### src/sv/clrc_pkg.sv
`timescale 1ns / 1ps
// Shared types, codes and reset constants for the call launch retry controller.
package clrc_pkg;

  // Default widths handed to the top-level parameters.
  localparam int TIME_W_DEF = 32;
  localparam int FAIL_W_DEF = 16;

  // Fixed widths of the channel and configuration fields.
  localparam int NOW_W       = 32;
  localparam int CFG_W       = 32;
  localparam int CFG_IDX_W   = 3;
  localparam int MAXREF_W    = 8;
  localparam int FAIL_OUT_W  = 16;

  // Depth of the queue between the front and back parts.
  localparam int Q_DEPTH = 2;

  // Input mode codes.
  localparam logic [1:0] MODE_POLL  = 2'd0;
  localparam logic [1:0] MODE_BEGIN = 2'd1;
  localparam logic [1:0] MODE_RETRY = 2'd2;

  // Configuration register indexes.
  localparam logic [CFG_IDX_W-1:0] CFG_ACC_TIMEOUT = 3'd0;
  localparam logic [CFG_IDX_W-1:0] CFG_MAX_REFRESH = 3'd1;
  localparam logic [CFG_IDX_W-1:0] CFG_REFRESH_IVL = 3'd2;
  localparam logic [CFG_IDX_W-1:0] CFG_PLACE_RETRY = 3'd3;

  // Configuration reset values.
  localparam logic [CFG_W-1:0]    ACC_TIMEOUT_RST = 32'd30000;
  localparam logic [MAXREF_W-1:0] MAX_REFRESH_RST = 8'd3;
  localparam logic [CFG_W-1:0]    REFRESH_IVL_RST = 32'd5000;
  localparam logic [CFG_W-1:0]    PLACE_RETRY_RST = 32'd2000;

  typedef enum logic [1:0] {
    OP_POLL  = 2'd0,
    OP_BEGIN = 2'd1,
    OP_RETRY = 2'd2,
    OP_IDLE  = 2'd3
  } clrc_op_t;

  typedef enum logic [1:0] {
    ACT_NOTHING = 2'd0,
    ACT_FAILED  = 2'd1,
    ACT_REFRESH = 2'd2,
    ACT_PLACE   = 2'd3
  } clrc_act_t;

  typedef struct packed {
    clrc_op_t         op;
    logic [NOW_W-1:0] now_ms;
    logic             live_call;
    logic             call_wanted;
    logic             link_room;
    logic             refresh_ready;
    logic             attempt_open;
  } clrc_item_t;

  typedef struct packed {
    logic [CFG_W-1:0]    acc_timeout;
    logic [MAXREF_W-1:0] max_refreshes;
    logic [CFG_W-1:0]    refresh_ivl;
    logic [CFG_W-1:0]    place_retry;
  } clrc_cfg_t;

endpackage

### src/sv/call_launch_retry_controller_unit.sv
`timescale 1ns / 1ps
// Top level of the call launch retry controller: configuration registers and wiring.
//
// Each input word is one poll (or a begin / retry-now command) with the current
// millisecond time and five status flags; each produces exactly one result word
// with the chosen action, the failure total and the awaiting and failed flags.
// Both channels use valid/stall: a word moves on a clock edge where valid is high
// and stall is low.
// Each accepted word passes through the front decode register and then the
// two-entry queue; the result register in the back part then presents it.
// Throughput is one word per cycle while the receiver does not stall; the per-word
// work is a few adds and compares on the launch state, done combinationally ahead
// of the result register.
// When the receiver stalls, the result register holds, the queue fills, and only
// then is in_stall raised, so the input side can take up to three more words (two
// in the queue, one in the front register) before it stalls.
// Synchronous reset clears all launch state, the failure count, the queue and the
// valid flags, and loads the configuration defaults. Configuration writes are taken
// on any edge with cfg_we high outside reset; writes to unknown indexes are ignored.
module call_launch_retry_controller_unit #(
  parameter int TIME_WIDTH       = clrc_pkg::TIME_W_DEF,
  parameter int FAIL_COUNT_WIDTH = clrc_pkg::FAIL_W_DEF
) (
  input  logic                             clk,
  input  logic                             rst_n,
  input  logic                             in_valid,
  output logic                             in_stall,
  input  logic [1:0]                       in_mode,
  input  logic [clrc_pkg::NOW_W-1:0]       in_now_ms,
  input  logic                             in_live_call,
  input  logic                             in_call_wanted,
  input  logic                             in_link_room,
  input  logic                             in_refresh_ready,
  input  logic                             in_attempt_open,
  output logic                             out_valid,
  input  logic                             out_stall,
  output logic [1:0]                       out_action,
  output logic [clrc_pkg::FAIL_OUT_W-1:0]  out_failure_total,
  output logic                             out_awaiting_flag,
  output logic                             out_failed_flag,
  input  logic                             cfg_we,
  input  logic [clrc_pkg::CFG_IDX_W-1:0]   cfg_index,
  input  logic [clrc_pkg::CFG_W-1:0]       cfg_wdata
);
  import clrc_pkg::*;

  clrc_cfg_t  cfg_r, cfg_nxt;
  logic       fr_valid, fr_ready;
  clrc_item_t fr_item;
  logic       q_valid, q_pop;
  clrc_item_t q_item;

  always_comb begin
    cfg_nxt = cfg_r;
    if (cfg_we) begin
      unique case (cfg_index)
        CFG_ACC_TIMEOUT: cfg_nxt.acc_timeout   = cfg_wdata;
        CFG_MAX_REFRESH: cfg_nxt.max_refreshes = cfg_wdata[MAXREF_W-1:0];
        CFG_REFRESH_IVL: cfg_nxt.refresh_ivl   = cfg_wdata;
        CFG_PLACE_RETRY: cfg_nxt.place_retry   = cfg_wdata;
        default:         cfg_nxt               = cfg_r;
      endcase
    end
  end

  always_ff @(posedge clk) begin
    if (!rst_n) begin
      cfg_r.acc_timeout   <= ACC_TIMEOUT_RST;
      cfg_r.max_refreshes <= MAX_REFRESH_RST;
      cfg_r.refresh_ivl   <= REFRESH_IVL_RST;
      cfg_r.place_retry   <= PLACE_RETRY_RST;
    end else begin
      cfg_r <= cfg_nxt;
    end
  end

  clrc_front u_front (
    .clk              (clk),
    .rst_n            (rst_n),
    .in_valid         (in_valid),
    .in_stall         (in_stall),
    .in_mode          (in_mode),
    .in_now_ms        (in_now_ms),
    .in_live_call     (in_live_call),
    .in_call_wanted   (in_call_wanted),
    .in_link_room     (in_link_room),
    .in_refresh_ready (in_refresh_ready),
    .in_attempt_open  (in_attempt_open),
    .fr_valid         (fr_valid),
    .fr_ready         (fr_ready),
    .fr_item          (fr_item)
  );

  clrc_queue u_queue (
    .clk        (clk),
    .rst_n      (rst_n),
    .push_valid (fr_valid),
    .push_ready (fr_ready),
    .push_item  (fr_item),
    .pop_valid  (q_valid),
    .pop_en     (q_pop),
    .pop_item   (q_item)
  );

  clrc_back #(
    .TIME_WIDTH       (TIME_WIDTH),
    .FAIL_COUNT_WIDTH (FAIL_COUNT_WIDTH)
  ) u_back (
    .clk               (clk),
    .rst_n             (rst_n),
    .q_valid           (q_valid),
    .q_pop             (q_pop),
    .q_item            (q_item),
    .cfg               (cfg_r),
    .out_valid         (out_valid),
    .out_stall         (out_stall),
    .out_action        (out_action),
    .out_failure_total (out_failure_total),
    .out_awaiting_flag (out_awaiting_flag),
    .out_failed_flag   (out_failed_flag)
  );

endmodule

### src/sv/clrc_front.sv
`timescale 1ns / 1ps
// Front part: accepts input words, decodes the mode and registers the item.
module clrc_front (
  input  logic                    clk,
  input  logic                    rst_n,
  input  logic                    in_valid,
  output logic                    in_stall,
  input  logic [1:0]              in_mode,
  input  logic [clrc_pkg::NOW_W-1:0] in_now_ms,
  input  logic                    in_live_call,
  input  logic                    in_call_wanted,
  input  logic                    in_link_room,
  input  logic                    in_refresh_ready,
  input  logic                    in_attempt_open,
  output logic                    fr_valid,
  input  logic                    fr_ready,
  output clrc_pkg::clrc_item_t    fr_item
);
  import clrc_pkg::*;

  logic       fr_v_r, fr_v_nxt;
  clrc_item_t fr_item_r, fr_item_nxt;
  clrc_op_t   op_dec;
  logic       take;

  always_comb begin
    unique case (in_mode)
      MODE_POLL:  op_dec = OP_POLL;
      MODE_BEGIN: op_dec = OP_BEGIN;
      MODE_RETRY: op_dec = OP_RETRY;
      default:    op_dec = OP_IDLE;
    endcase
  end

  // The holding register frees up whenever its word moves into the queue.
  assign in_stall = fr_v_r && !fr_ready;
  assign take     = in_valid && !in_stall;

  always_comb begin
    fr_v_nxt    = fr_v_r;
    fr_item_nxt = fr_item_r;
    if (!in_stall) begin
      fr_v_nxt = in_valid;
    end
    if (take) begin
      fr_item_nxt.op            = op_dec;
      fr_item_nxt.now_ms        = in_now_ms;
      fr_item_nxt.live_call     = in_live_call;
      fr_item_nxt.call_wanted   = in_call_wanted;
      fr_item_nxt.link_room     = in_link_room;
      fr_item_nxt.refresh_ready = in_refresh_ready;
      fr_item_nxt.attempt_open  = in_attempt_open;
    end
  end

  always_ff @(posedge clk) begin
    if (!rst_n) begin
      fr_v_r <= 1'b0;
    end else begin
      fr_v_r <= fr_v_nxt;
    end
  end

  always_ff @(posedge clk) begin
    fr_item_r <= fr_item_nxt;
  end

  assign fr_valid = fr_v_r;
  assign fr_item  = fr_item_r;

endmodule

### src/sv/clrc_queue.sv
`timescale 1ns / 1ps
// Short queue of decoded items between the front and back parts.
module clrc_queue (
  input  logic                 clk,
  input  logic                 rst_n,
  input  logic                 push_valid,
  output logic                 push_ready,
  input  clrc_pkg::clrc_item_t push_item,
  output logic                 pop_valid,
  input  logic                 pop_en,
  output clrc_pkg::clrc_item_t pop_item
);
  import clrc_pkg::*;

  localparam int PTR_W = (Q_DEPTH > 1) ? $clog2(Q_DEPTH) : 1;
  localparam int CNT_W = $clog2(Q_DEPTH + 1);
  localparam logic [CNT_W-1:0] DEPTH_CNT = CNT_W'(Q_DEPTH);
  localparam logic [PTR_W-1:0] LAST_PTR  = PTR_W'(Q_DEPTH - 1);

  clrc_item_t       slot_r [Q_DEPTH];
  logic [PTR_W-1:0] wr_ptr_r, wr_ptr_nxt;
  logic [PTR_W-1:0] rd_ptr_r, rd_ptr_nxt;
  logic [CNT_W-1:0] cnt_r, cnt_nxt;
  logic             do_push, do_pop;

  assign push_ready = (cnt_r != DEPTH_CNT);
  assign pop_valid  = (cnt_r != '0);
  assign pop_item   = slot_r[rd_ptr_r];
  assign do_push    = push_valid && push_ready;
  assign do_pop     = pop_en && pop_valid;

  always_comb begin
    wr_ptr_nxt = wr_ptr_r;
    rd_ptr_nxt = rd_ptr_r;
    cnt_nxt    = cnt_r;
    if (do_push) begin
      wr_ptr_nxt = (wr_ptr_r == LAST_PTR) ? '0 : wr_ptr_r + 1'b1;
    end
    if (do_pop) begin
      rd_ptr_nxt = (rd_ptr_r == LAST_PTR) ? '0 : rd_ptr_r + 1'b1;
    end
    if (do_push && !do_pop) begin
      cnt_nxt = cnt_r + 1'b1;
    end else if (do_pop && !do_push) begin
      cnt_nxt = cnt_r - 1'b1;
    end
  end

  always_ff @(posedge clk) begin
    if (!rst_n) begin
      wr_ptr_r <= '0;
      rd_ptr_r <= '0;
      cnt_r    <= '0;
    end else begin
      wr_ptr_r <= wr_ptr_nxt;
      rd_ptr_r <= rd_ptr_nxt;
      cnt_r    <= cnt_nxt;
    end
  end

  always_ff @(posedge clk) begin
    if (do_push) begin
      slot_r[wr_ptr_r] <= push_item;
    end
  end

endmodule

### src/sv/clrc_back.sv
`timescale 1ns / 1ps
// Back part: launch state, deadline checks and the registered result word.
module clrc_back #(
  parameter int TIME_WIDTH       = clrc_pkg::TIME_W_DEF,
  parameter int FAIL_COUNT_WIDTH = clrc_pkg::FAIL_W_DEF
) (
  input  logic                     clk,
  input  logic                     rst_n,
  input  logic                     q_valid,
  output logic                     q_pop,
  input  clrc_pkg::clrc_item_t     q_item,
  input  clrc_pkg::clrc_cfg_t      cfg,
  output logic                     out_valid,
  input  logic                     out_stall,
  output logic [1:0]               out_action,
  output logic [clrc_pkg::FAIL_OUT_W-1:0] out_failure_total,
  output logic                     out_awaiting_flag,
  output logic                     out_failed_flag
);
  import clrc_pkg::*;

  localparam logic [FAIL_COUNT_WIDTH-1:0] FAIL_MAX = '1;

  logic [TIME_WIDTH-1:0]       npt_r, npt_nxt;
  logic [TIME_WIDTH-1:0]       fpt_r, fpt_nxt;
  logic [TIME_WIDTH-1:0]       nrt_r, nrt_nxt;
  logic                        await_r, await_nxt;
  logic                        failed_r, failed_nxt;
  logic [MAXREF_W-1:0]         rcnt_r, rcnt_nxt;
  logic [FAIL_COUNT_WIDTH-1:0] fcnt_r, fcnt_nxt;

  logic                        ov_r, ov_nxt;
  clrc_act_t                   act_r, act_nxt;
  logic [FAIL_OUT_W-1:0]       ftot_r;
  logic                        oaw_r, ofl_r;

  logic [TIME_WIDTH-1:0] now_t, acc_t, rivl_t, pretry_t;
  logic [TIME_WIDTH-1:0] refresh_due, place_due, npt_eff;
  logic                  timed_out, refresh_ok;

  assign now_t    = TIME_WIDTH'(q_item.now_ms);
  assign acc_t    = TIME_WIDTH'(cfg.acc_timeout);
  assign rivl_t   = TIME_WIDTH'(cfg.refresh_ivl);
  assign pretry_t = TIME_WIDTH'(cfg.place_retry);

  // Sums wrap at the time width; all compares are plain unsigned.
  assign refresh_due = now_t + rivl_t;
  assign place_due   = now_t + pretry_t;
  assign timed_out   = await_r && (now_t >= fpt_r) && ((now_t - fpt_r) >= acc_t);
  assign refresh_ok  = await_r && (rcnt_r < cfg.max_refreshes) &&
                       q_item.refresh_ready && (now_t >= nrt_r);
  // A placement deadline more than one retry spacing ahead is stale.
  assign npt_eff     = (npt_r > place_due) ? '0 : npt_r;

  // A word leaves the queue whenever the result register is free or draining.
  assign q_pop = q_valid && (!ov_r || !out_stall);

  always_comb begin
    npt_nxt    = npt_r;
    fpt_nxt    = fpt_r;
    nrt_nxt    = nrt_r;
    await_nxt  = await_r;
    failed_nxt = failed_r;
    rcnt_nxt   = rcnt_r;
    fcnt_nxt   = fcnt_r;
    act_nxt    = ACT_NOTHING;
    unique case (q_item.op)
      OP_POLL: begin
        priority if (q_item.live_call) begin
          await_nxt  = 1'b0;
          failed_nxt = 1'b0;
          nrt_nxt    = '0;
          rcnt_nxt   = '0;
        end else if (!q_item.call_wanted) begin
          await_nxt = 1'b0;
        end else if (timed_out) begin
          if (!failed_r) begin
            failed_nxt = 1'b1;
            if (fcnt_r != FAIL_MAX) begin
              fcnt_nxt = fcnt_r + 1'b1;
            end
            act_nxt = ACT_FAILED;
          end
        end else if (failed_r || !q_item.link_room) begin
          act_nxt = ACT_NOTHING;
        end else if (refresh_ok) begin
          rcnt_nxt = rcnt_r + 1'b1;
          nrt_nxt  = refresh_due;
          act_nxt  = ACT_REFRESH;
        end else if (q_item.attempt_open) begin
          act_nxt = ACT_NOTHING;
        end else begin
          npt_nxt = npt_eff;
          if (now_t >= npt_eff) begin
            if (!await_r) begin
              await_nxt = 1'b1;
              fpt_nxt   = now_t;
              nrt_nxt   = refresh_due;
              rcnt_nxt  = '0;
            end
            npt_nxt = place_due;
            act_nxt = ACT_PLACE;
          end
        end
      end
      OP_BEGIN: begin
        npt_nxt    = '0;
        fpt_nxt    = '0;
        await_nxt  = 1'b0;
        failed_nxt = 1'b0;
        nrt_nxt    = '0;
        rcnt_nxt   = '0;
      end
      OP_RETRY: begin
        npt_nxt = '0;
      end
      default: begin
        act_nxt = ACT_NOTHING;
      end
    endcase
  end

  always_comb begin
    ov_nxt = ov_r;
    if (q_pop) begin
      ov_nxt = 1'b1;
    end else if (!out_stall) begin
      ov_nxt = 1'b0;
    end
  end

  always_ff @(posedge clk) begin
    if (!rst_n) begin
      npt_r    <= '0;
      fpt_r    <= '0;
      nrt_r    <= '0;
      await_r  <= 1'b0;
      failed_r <= 1'b0;
      rcnt_r   <= '0;
      fcnt_r   <= '0;
      ov_r     <= 1'b0;
    end else begin
      ov_r <= ov_nxt;
      if (q_pop) begin
        npt_r    <= npt_nxt;
        fpt_r    <= fpt_nxt;
        nrt_r    <= nrt_nxt;
        await_r  <= await_nxt;
        failed_r <= failed_nxt;
        rcnt_r   <= rcnt_nxt;
        fcnt_r   <= fcnt_nxt;
      end
    end
  end

  always_ff @(posedge clk) begin
    if (q_pop) begin
      act_r  <= act_nxt;
      ftot_r <= FAIL_OUT_W'(fcnt_nxt);
      oaw_r  <= await_nxt;
      ofl_r  <= failed_nxt;
    end
  end

  assign out_valid         = ov_r;
  assign out_action        = act_r;
  assign out_failure_total = ftot_r;
  assign out_awaiting_flag = oaw_r;
  assign out_failed_flag   = ofl_r;

endmodule

### config.mk
export PLATFORM = sky130hd
export DESIGN_NAME = call_launch_retry_controller_unit
export DESIGN_NICKNAME = d
export VERILOG_FILES = /design/src/sv/clrc_pkg.sv /design/src/sv/call_launch_retry_controller_unit.sv /design/src/sv/clrc_front.sv /design/src/sv/clrc_queue.sv /design/src/sv/clrc_back.sv
export SDC_FILE = /design/constraint.sdc
export NUM_CORES = 1
export LEC_CHECK = 0
export BUFFER_PORTS_ARGS = -buffer_cell sky130_fd_sc_hd__buf_2
export CAP_MARGIN = 15
export CORE_UTILIZATION = 50
export DETAILED_ROUTE_END_ITERATION = 6
export MAX_ROUTING_LAYER = met4
export PLACE_DENSITY = 0.68
export SKIP_LAST_GASP = 1
export SLEW_MARGIN = 25
export SYNTH_ARGS = -nofsm -noshare
export SYNTH_HDL_FRONTEND = slang
export SYNTH_SLANG_ARGS = --single-unit
### constraint.sdc
create_clock -name clk -period 8.67 [get_ports clk]
set_input_delay 0.4335 -clock clk [delete_from_list [all_inputs] [get_ports clk]]
set_output_delay 0.4335 -clock clk [all_outputs]
set_load 0.05 [all_outputs]
Word-level counts from Yosys, hierarchy flattened
Memories as Yosys holds them, arrays and structs flattened. A register that Yosys moved wholly into a read port is not among the register bits.
Cells that the tools add are included.
Operators by class
  shift operators: 0
  add/subtract/negate cells: 9
  bitwise gates (word level): 2
  reductions and logical operators: 37
  mux-type cells: 71
  magnitude comparators: 6
  divide/modulo/power cells: 0
  $mul: 0
  equal/unequal tests: 24
Operators by type and width (count)
  two-way mux 32 bit: 24
  case mux 32 bit (2 select lines): 3
  greater-or-equal comparator 32 bit: 4
  two-way mux 16 bit: 6
  adder 32 bit: 2
  two-way mux 8 bit: 8
  > comparator 32 bit: 1
  subtractor 32 bit: 1
  two-way mux 1 bit: 19
  adder 16 x 1 -> 16 bit (second input constant): 1
  != test 16 bit (second input constant): 1
  case mux 8 bit (2 select lines): 1
  AND reduction 8 bit: 2
  two-way mux 2 bit: 7
  != test 2 bit (second input constant): 7
  logical AND 1 bit: 12
  AND reduction 10 bit: 1
  adder 8 x 1 -> 8 bit (second input constant): 1
  less-than comparator 8 bit: 1
  AND reduction 2 bit: 4
  nonzero test 2 bit: 4
  logical NOT 1 bit: 7
  equality test 3 x 2 -> 1 bit (second input constant): 2
  != test 2 x 1 -> 1 bit (second input constant): 3
  19 further kinds: 27
Word-level totals
  word-level logic and storage cells: 177
  bits in registers: 291
  bits of input ports: 79
  output and inout bits: 22
  RAM bits: 78
  memory bits (read-only): 0
  latch bits: 0
  memories: 1
Memories
  u_queue.slot_r: depth 2, bits a word 39, rd ports 1, clocked after Yosys merged registers in 1, write ports 1, RTL line clrc_queue.sv:20  | clrc_item_t slot_r [Q_DEPTH];

Longest topological paths before layout
Gate-level depths: netlist of run 1.
  depth in word-level cells: 12
  mapped depth: 39
  depth with buffers taken out: 33

Modules after synthesis
From an unflattened synthesis of run 1, not the netlist that was laid out.
Second synthesis, totals
  cells, all modules: 2272
  area total of the unflattened synthesis: 22220.1 sq um
By module, submodules not included
  clrc_back: area each 13945.9 sq um, sequential area each 3062.9 sq um, cells an instance 1694, instances 1
  call_launch_retry_controller_unit: area each 3997.6 sq um, sequential area each 2082.0 sq um, cells an instance 388, instances 1
  clrc_queue: area each 3050.4 sq um, sequential area each 2442.3 sq um, cells an instance 145, instances 1
  clrc_front: area each 1226.2 sq um, sequential area each 1191.1 sq um, cells an instance 45, instances 1

Worst setup path after synthesis of run 1
OpenSTA, ideal clock, no wires.
  path kind: register -> register
  start: register with a tool-made name
  end: register u_back.npt_r[31]
  required time: 8608 ps
  period minus slack after synthesis: 8280 ps
  setup slack: 390 ps
  library setup time: 62 ps
  cell stages (with the launch flop): 35
  path buffers: 5
  arrival: 8217 ps
  path through: dfxtp_1 > clkbuf_1 > buf_2 > buf_1 > mux2i_1 > inv_1 > ha_1 > a211o_1 > a2111oi_0 > nor3_1 > o31ai_1 > a21o_1 > nor4b_1 > or3_1 > xnor2_1 > ha_1 > nand4_1 > nor3_1 > nand4_1 > or4_1 > o21ai_1 > clkbuf_1 > nand2_1 > ha_1 > a21o_1 > a21o_1 > a21oi_1 > nand2_1 > a2111oi_0 > a21oi_1 > or4b_1 > o311ai_2 > clkbuf_1 > nand2_1 > nand3_1
RTL lines
  end signal: assignment: RTL line clrc_back.sv:145  | npt_r <= npt_nxt;
  end: declaration: RTL line clrc_back.sv:24  | logic [TIME_WIDTH-1:0] npt_r, npt_nxt;

==> results of run 1 <==
## power by group through the flow
stage | logic, mW | clock network, mW | registers [mW]
2_1_floorplan | 1.66 | 0 | 2.19
3_3_place_gp | 2.41 | 0 | 2.07
3_5_place_dp | 2.47 | 0 | 2.08
4_1_cts | 2.49 | 1.80 | 2.04
5_1_grt | 2.78 | 1.86 | 2.06
6_report | 2.52 | 1.76 | 2.04
## worst paths after layout
kind                                                    start                         endpoint  slack (ns)
worst min register to register  u_front.fr_item[23]$_DFFE_PP_  u_queue.slot_r[1][23]$_DFFE_PP_        0.44
worst max register to register                       register    u_back.npt_r[24]$_SDFFE_PN0P_        0.42
worst max-delay path                                 register    u_back.npt_r[24]$_SDFFE_PN0P_        0.42
worst min-delay path                            in_now_ms[24]    u_front.fr_item[29]$_DFFE_PP_        0.04
## per-layer routing
metal / track usage [%] / wire [microns] / vias to the layer above
met4: 9.356 / 1609 / 0
met1: 35.50 / 25600 / 8279
met2: 40.40 / 24740 / 533
li1: - / - / 8703
met3: 3.486 / 3816 / 101
met5: - / 0 / -
## area by class of cell
type                    count  area, sq um
fillers                  3674        17950
flip-flops and latches    370         8780
clock inverters            22        200.2
clock buffers              55         1154
repair buffers            147        927.1
inverters                 146        550.5
multi-input cells        1788        11900
well taps                 539        674.4
## cell usage in the layout (no fill, tap or decap), types with 18 or more instances in the layout
master,synthesis,layout
sky130_fd_sc_hd__ha_1,234,234
sky130_fd_sc_hd__o21ai_0,101,100
sky130_fd_sc_hd__dfxtp_1,233,232
sky130_fd_sc_hd__inv_1,145,144
sky130_fd_sc_hd__or3b_2,30,30
sky130_fd_sc_hd__nor2_1,105,104
sky130_fd_sc_hd__clkbuf_16,0,43
sky130_fd_sc_hd__a21oi_1,273,272
sky130_fd_sc_hd__nand2_1,406,406
sky130_fd_sc_hd__o21bai_1,21,21
sky130_fd_sc_hd__mux2_2,37,37
sky130_fd_sc_hd__edfxtp_1,137,137
sky130_fd_sc_hd__nor3_1,36,35
sky130_fd_sc_hd__xnor2_1,61,61
sky130_fd_sc_hd__xor2_1,46,46
sky130_fd_sc_hd__buf_4,0,41
sky130_fd_sc_hd__nand4_1,31,31
sky130_fd_sc_hd__and3_1,20,18
sky130_fd_sc_hd__nand3_1,69,69
sky130_fd_sc_hd__buf_2,9,100
sky130_fd_sc_hd__a21o_1,83,82
## sequential cells by signal, summed over array words and instances, names as in the netlist, 2 cells and up, named ones only
signal,cells
u_back.rcnt_r,8
u_queue.slot_r,78
u_front.fr_item,39
u_back.out_failure_total,16
u_back.fpt_r,32
cfg_r,104
u_back.fcnt_r,16
u_back.out_action,2
u_queue.cnt_r,2
u_back.npt_r,32
u_back.nrt_r,32
## cells by family after synthesis
logic type | count (synthesis) | synth area share (%)
compound gates | 603 | 17.21
xor+xnor | 107 | 4.361
fa+ha+maj | 237 | 13.90
buf+inv | 235 | 4.169
flops | 370 | 40.85
mux | 44 | 2.265
simple gates | 797 | 17.25
## repair_timing
item                                    4_1_cts  5_1_grt
endpoints found under the setup margin       15      106
endpoints found under the hold margin         0        0
pin swaps                                     0        1
resized for setup                             1        9
==> impl.org, run 1 <==
** Placed design
- Placed wire-length estimate after detailed placement :: 41.51 mm
- Placement-stage worst setup slack :: -0.03837 ns
- Cell total after placement :: 2989
- Routability-driven placement finished with a final weighted congestion of 0.9733.
- Quantity of I/O buffers inserted on ports :: 100
- In this run the cell area measured after placement is roughly 23000 sq um.

** Timing
- The count of final max-slew check failures came to 0.
- Hold slack :: between 0.03 and 0.04 ns
- Highest clock rate :: 121.2 MHz
- Post-layout minimum cycle time :: 8.249 ns
- For the pin with the worst max-slew slack, the measured transition is about 1.0 ns.
- Setup repair after global routing left no endpoint under its margin.
- Worst Skew :: 0.01674 ns
- Total of endpoints with negative setup slack in the final report :: 0
- Across all setup checks in the final design, the least slack found is between 0.4 and 0.5 ns.
- Headroom to the max-slew limit came out at 30.87%.
- Final Hold Violating Endpoints :: 0
- Crit share post-route :: 95.14%
- Setup total negative slack on the finished layout was measured at 0 ns.

** CTS
- Once the clock tree was built, the setup fixing pass inserted 0 buffers.
- The later pin in the worst-skew pair is clocked with a latency of between 0.5 and 0.6 ns.
- Clock-pin slew was measured on the worst setup and hold paths at 0.06 ns.
- Maximum level of the CTS H-tree :: 2
- TritonCTS built the clock tree.
- Number of buffers created by CTS :: 42
- Root Driver :: sky130_fd_sc_hd__clkbuf_16
- CTS saw 370 sinks.
- CTS max path bufs :: 3
- In this run, post-CTS hold repair placed 0 buffers.

** Global route
- The first global-routing pass estimated 88.62 mm of wire.
- Global-route usage over all layers :: 26.26%
- The initial antenna violation count came to 0.
- Total grt overflow :: 0
- Entering global routing, the biggest net connects 80 pins.
- The number of global-route vias before repair came to about 17k.

** Logic synthesis
- Counting flops and latches in the post-synthesis netlist gives 370.
- Averaged over all synthesized cells, the footprint is 8.981 sq um.
- Cell area after synthesis :: 21490 sq um
- Of all cell types, the one taking the most synthesized area is sky130_fd_sc_hd__dfxtp_1.
- Of all flip-flops after synthesis, the portion carrying an async set or reset was 0%.
- Synth area leaders :: sky130_fd_sc_hd__dfxtp_1 22%, sky130_fd_sc_hd__edfxtp_1 19%, sky130_fd_sc_hd__ha_1 14%
- Counting distinct cell types in the post-synthesis netlist gives 82.
- When the netlist entered floorplanning its net count stood at about 2.7k.
- During synthesis, Yosys emitted a total of 0 warnings.
- For this run, the leading register cell type out of synthesis is sky130_fd_sc_hd__dfxtp_1.
- Summing the sequential cell areas from Yosys gives between 40% and 50% of the chip area.
- In the synthesized netlist, the cells that appear most often are 406 x sky130_fd_sc_hd__nand2_1, 273 x sky130_fd_sc_hd__a21oi_1, 234 x sky130_fd_sc_hd__ha_1.
- Area share of the largest cell type after synthesis :: a little over a fifth
- Cells after Synth :: 2393
- Yosys mapped a number of flops with a built-in enable equal to 137.
- Most used standard cell by instance count after synthesis :: sky130_fd_sc_hd__nand2_1

** Routing
- Drt initial violations :: about 1.4k
- Dividing the detail-routed via count by the number of cells gives 5.744.
- Across all layers, the routed design uses around 18k vias.
- The count of nets left with antenna violations once routing finished came out at 0.
- Avg WL per Cell :: 18.18 microns
- Post-route DRC violation count :: 0
- Iteration count of the initial detailed-routing pass :: 5
- For this block, the routed nets add up to 55.76 mm of wire.

** Worst setup path
- Setup crit start kind :: register
- Data arrival time of the critical path :: a little under 9 ns
- Slowest cell on the critical path :: sky130_fd_sc_hd__or4_1
- Counting buffers and inverters, the worst setup path is 33 cells deep.
- Counting stages on the worst path, the most repeated cell is sky130_fd_sc_hd__a21o_1.
- Required arrival time at the worst endpoint :: slightly above 9 ns
- Worst-path maximum fanout :: 30
- Endpoint class of the critical path :: register
- Counting both buffers and inverters, the worst setup path holds a total of 4.
- Depth of the worst register-to-register path :: 33
- Broken down by cell family, the worst path's largest delay share belongs to compound AO/OA/AOI/OAI gates.
- The setup path with the least slack is of type register to register.
- For this run, the slowest stage of the critical path takes just under 0.6 ns.

** Power
- P_leak :: 9.645 nW
- Sequential share of power :: 32.2%
- In this run the power spent charging and discharging nets is ~2.4 mW.
- Cell area power density :: 261.5 nW/um^2
- Combinational logic burns about 40% of the power.
- Power comes to roughly 6.3 mW.
- The clock network is responsible for 27.9% of the overall power.
- Of the total power, the share spent switching nets is 37.38%.
- Cell internal power was estimated by the tool at 3.960 mW.
- Highest ir drop seen on vdd :: 0.1585 mV

** Finish
- Cells with a size suffix above 1 make up 12.54% of the layout.
- Nets@finish :: 2811
- Once layout is complete, the cells apart from fillers number 3067.
- The number of antenna diodes in the final layout is 0.
- Final core utilization :: 57.41%
- Area delta synth->final :: 12.55%
- With fillers left out, the area of the finished cells amounts to 24190 sq um.

** Floorplan
- Measured along the y axis, the die boundary spans ~210 microns.
- X dimension of the die :: 209.3 microns
- The floorplan has 75 rows.
- between 100 and 150 I/O pins were placed.
- Die area :: 43810 sq um
- The total area inside the core boundary comes to roughly 42000 sq um.
- Initial standard-cell utilization of the core :: 51.01%

** Min path
- Hold crit path type :: input port to register
- Number of stages on the worst hold path :: 1

** Run
- Across the run, the number of max-cap violations was 0.

** Run status
- Status :: completed
Power figures use the tool's default switching activity.
==> run 2, diff against run 1 <==
RECOVER_POWER = 100   (was not set)
clock period = 6.7 ns   (was 8.67 ns; I/O delays follow)
==> impl.org, run 2 (synthesis results as in run 1) <==
** Timing
- Post-layout minimum cycle time :: 7.047 ns (-1.202 ns)
- The final clock skew came to 0.01840 ns (+0.001661 ns).
- Worst-Margin Slew :: 1.848 ns (+0.8140 ns)
- The highest clock rate is 141.9 MHz (+17%).
- Worst setup slack after layout :: -0.3468 ns (-0.7678 ns)
- Setup TNS :: -28.57 ns (-28.57 ns)
- The final hold slack was 0.03404 ns (-0.002702 ns).
- Total of endpoints with negative setup slack in the final report :: 108 (+108)
- Setup repair after global routing could not meet its margin everywhere.
- The count of final max-slew check failures came to 107 (+107).
- Crit share post-route :: 105.2% (+10 points)
- Relative slew margins :: -23.23% (-54 points)
- Final Hold Violating Endpoints :: 0 (unchanged)

** Floorplan
- Die area :: 43810 sq um (unchanged)
- Core Box Area :: 42130 sq um (unchanged)
- Number of top-level pins :: 101 (unchanged)
- The effective utilization at floorplan came to 51.01% (unchanged).
- Y dimension of the die :: 209.3 microns (unchanged)
- X dimension of the die :: 209.3 microns (unchanged)
- Row Count :: 75 (unchanged)

** Worst setup path
- CP Depth :: 35 (+6.1%)
- Slowest cell on the critical path :: sky130_fd_sc_hd__or4b_4
- Endpoint class of the critical path :: register
- Type of the setup path with the least slack :: register to register
- The data arrival time of the worst path was 7.55 ns (-1.18 ns).
- The combined buffer and inverter count along the critical path was 6 (+2).
- Slack of the worst reg-to-reg path :: -0.35 ns (-0.77 ns)
- STA classifies the critical path startpoint as a register.
- The number of cells on the worst reg-to-reg path was 35 (+6.1%).
- The delay of the slowest critical-path stage was 0.55 ns (-0.04 ns).
- The cell family contributing the most delay on the critical path is compound AO/OA/AOI/OAI gates.
- Critical path capture point :: u_back.npt_r[21]$_SDFFE_PN0P_
- End of the worst register-to-register path :: u_back.npt_r[21]$_SDFFE_PN0P_
- Required arrival time at the worst endpoint :: 7.20 ns (-1.95 ns)
- Worst-path maximum fanout :: 6 (-80%)

** CTS
- CTS max path bufs :: 3 (unchanged)
- The total number of H-tree levels was 2 (unchanged).
- The clock-pin slew on the worst setup and hold paths came to 0.06 ns (about the same).
- The TritonCTS buffer count was 43 (+2.4%).
- TritonCTS built the clock tree.
- Clock insertion delay at the later pin of the skew report :: 0.58 ns (about the same)
- Root Driver :: sky130_fd_sc_hd__clkbuf_16
- Clock sink total :: 370 (unchanged)

** Placed design
- Dpl cell area :: 24170 sq um (+6.2%)
- The number of cells in the design after placement is 3129 (+4.7%).
- The count of buffers inserted at the top-level ports came to 100 (unchanged).
- RD Place Congestion :: 0.9741 (about the same)
- Placed wire-length estimate after detailed placement :: 43.28 mm (+4.3%)
- The placement-stage worst setup slack was -0.5314 ns (-0.4930 ns).

** Finish
- Final core utilization :: 63.45% (+6.0 points)
- Register name with the most flops :: cfg_r
- Nets@finish :: 3014 (+7.2%)
- The final instance count without filler cells came to 3269 (+6.6%).
- Area delta synth->final :: 24.39%
- The final antenna diode count came to 0 (unchanged).
- The final design area excluding fillers is 26730 sq um (+11%).
- Max FFs per register :: 104 (unchanged)
- Fraction of layout cells with a size suffix above 1 :: 19.45% (+6.9 points)
- Most common cell after layout, fill and taps aside :: sky130_fd_sc_hd__nand2_1
- Commonest cells after routing, fill and taps aside :: 381 x sky130_fd_sc_hd__nand2_1, 262 x sky130_fd_sc_hd__a21oi_1, 232 x sky130_fd_sc_hd__dfxtp_1

** Power
- The leakage dissipation was 10.78 nW (+12%).
- The total power of the final layout was 8.978 mW (+42%).
- Cell area power density :: 335.8 nW/um^2 (+28%)
- The peak supply drop was 0.2275 mV (+43%).

** Min path
- The path class of the tightest hold or removal check is input port to register.

** Routing
- The number of DRC markers after the initial detailed-route iteration was 1168 (-15%).
- The average vias per placed instance came to 5.598 (-2.5%).
- Post-route DRC violation count :: 0 (unchanged)
- Total wirelength of the detailed-routed design :: 58.35 mm (+4.6%)
- Avg WL per Cell :: 17.85 microns (-1.8%)
- The number of iterations in the first detailed-routing pass was 5 (unchanged).
- The number of vias after detailed routing came to 18.30k (+3.9%).
- Post-route ant nets :: 0 (unchanged)

** Global route
- First-pass GRT wire length :: 91.85 mm (+3.7%)
- The largest net degree at the start of global routing is 64 (-20%).
- The total congestion overflow after global routing came to 0 (unchanged).
- Number of antenna violations at the first check in global routing :: 0 (unchanged)
- Global-route usage over all layers :: 27.31% (+1.1 points)
- The number of global-route vias before repair is 17.92k (+5.6%).

** Run status
- Violations in the final reports :: max-capacitance violations, max-slew violations, negative setup slack
- The run finished, with violations left.

** Run
- The max capacitance violation total is 3 (+3).
run 2: changes by cell type in the layout (fill, tap and decap cells not counted), sizes merged:
cell | before | now
bufinv | 3 | 5
clkbuf | 55 | 83
clkinvlp | 4 | 7
inv | 147 | 149
buf | 147 | 279
dlygate4sd3 | 0 | 40
bufbuf | 0 | 1
clkinv | 14 | 8
run 2: worst min path at each step:
stage / cells after the start / start / slack (ns) / endpoint
3_3_place_gp: 0 / u_front.fr_item[6]$_DFFE_PP_ / 0.42 / u_queue.slot_r[0][6]$_DFFE_PP_
6_report: 3 / out_stall / 0.03 / u_back.out_valid$_SDFFE_PN0P_
5_1_grt: 3 / cfg_wdata[30] / 0.04 / cfg_r[62]$_SDFFE_PN0P_
4_1_cts: 3 / out_stall / 0.008 / u_back.out_valid$_SDFFE_PN0P_
3_5_place_dp: 0 / u_front.fr_item[27]$_DFFE_PP_ / 0.43 / u_queue.slot_r[1][27]$_DFFE_PP_
2_1_floorplan: 0 / u_front.fr_item[0]$_DFFE_PP_ / 0.42 / u_queue.slot_r[0][0]$_DFFE_PP_
run 2: tightest hold or removal path, cell delays in order:
cell	delay [ns]
sky130_fd_sc_hd__buf_2	0.10
sky130_fd_sc_hd__nand2_1	0.07
sky130_fd_sc_hd__a21oi_1	0.06
run 2: layout make-up:
type                            instances  area [sq um]
Fill cell                            3469         15400
Multi-Input combinational cell       1788         12490
Sequential cell                       370          8782
Tap cell                              539         674.4
Clock inverter                         23         269.0
Timing Repair Buffer                  349          2765
Inverter                              146         553.0
Clock buffer                           54          1200
run 2: power by group:
| group | internal (mW) | switching, mW | leakage [nW] | total (mW) |
|---|---|---|---|---|
| Sequential | 2.56 | 0.0945 | 3.18 | 2.65 |
| Clock | 1.47 | 0.992 | 0.702 | 2.46 |
| Combinational | 1.69 | 2.17 | 6.90 | 3.87 |
| Total | 5.72 | 3.26 | 10.8 | 8.98 |
run 2: layer usage:
metal / up-vias / GRT usage [%] / share of wire, %
met5: - / - / 0
met4: 0 / 11.03 / 3.5
met3: 117 / 3.501 / 5.3
met2: 441 / 42.82 / 45
met1: 8606 / 35.83 / 46
li1: 9137 / - / -
run 2: timing repair:
action	CTS	global route
pin swaps	17	23
buffers inserted	13	5
setup endpoints to repair	110	139
hold buffers	40	0
gates cloned	6	0
endpoints found under the hold margin	40	0
gates resized for setup	65	50
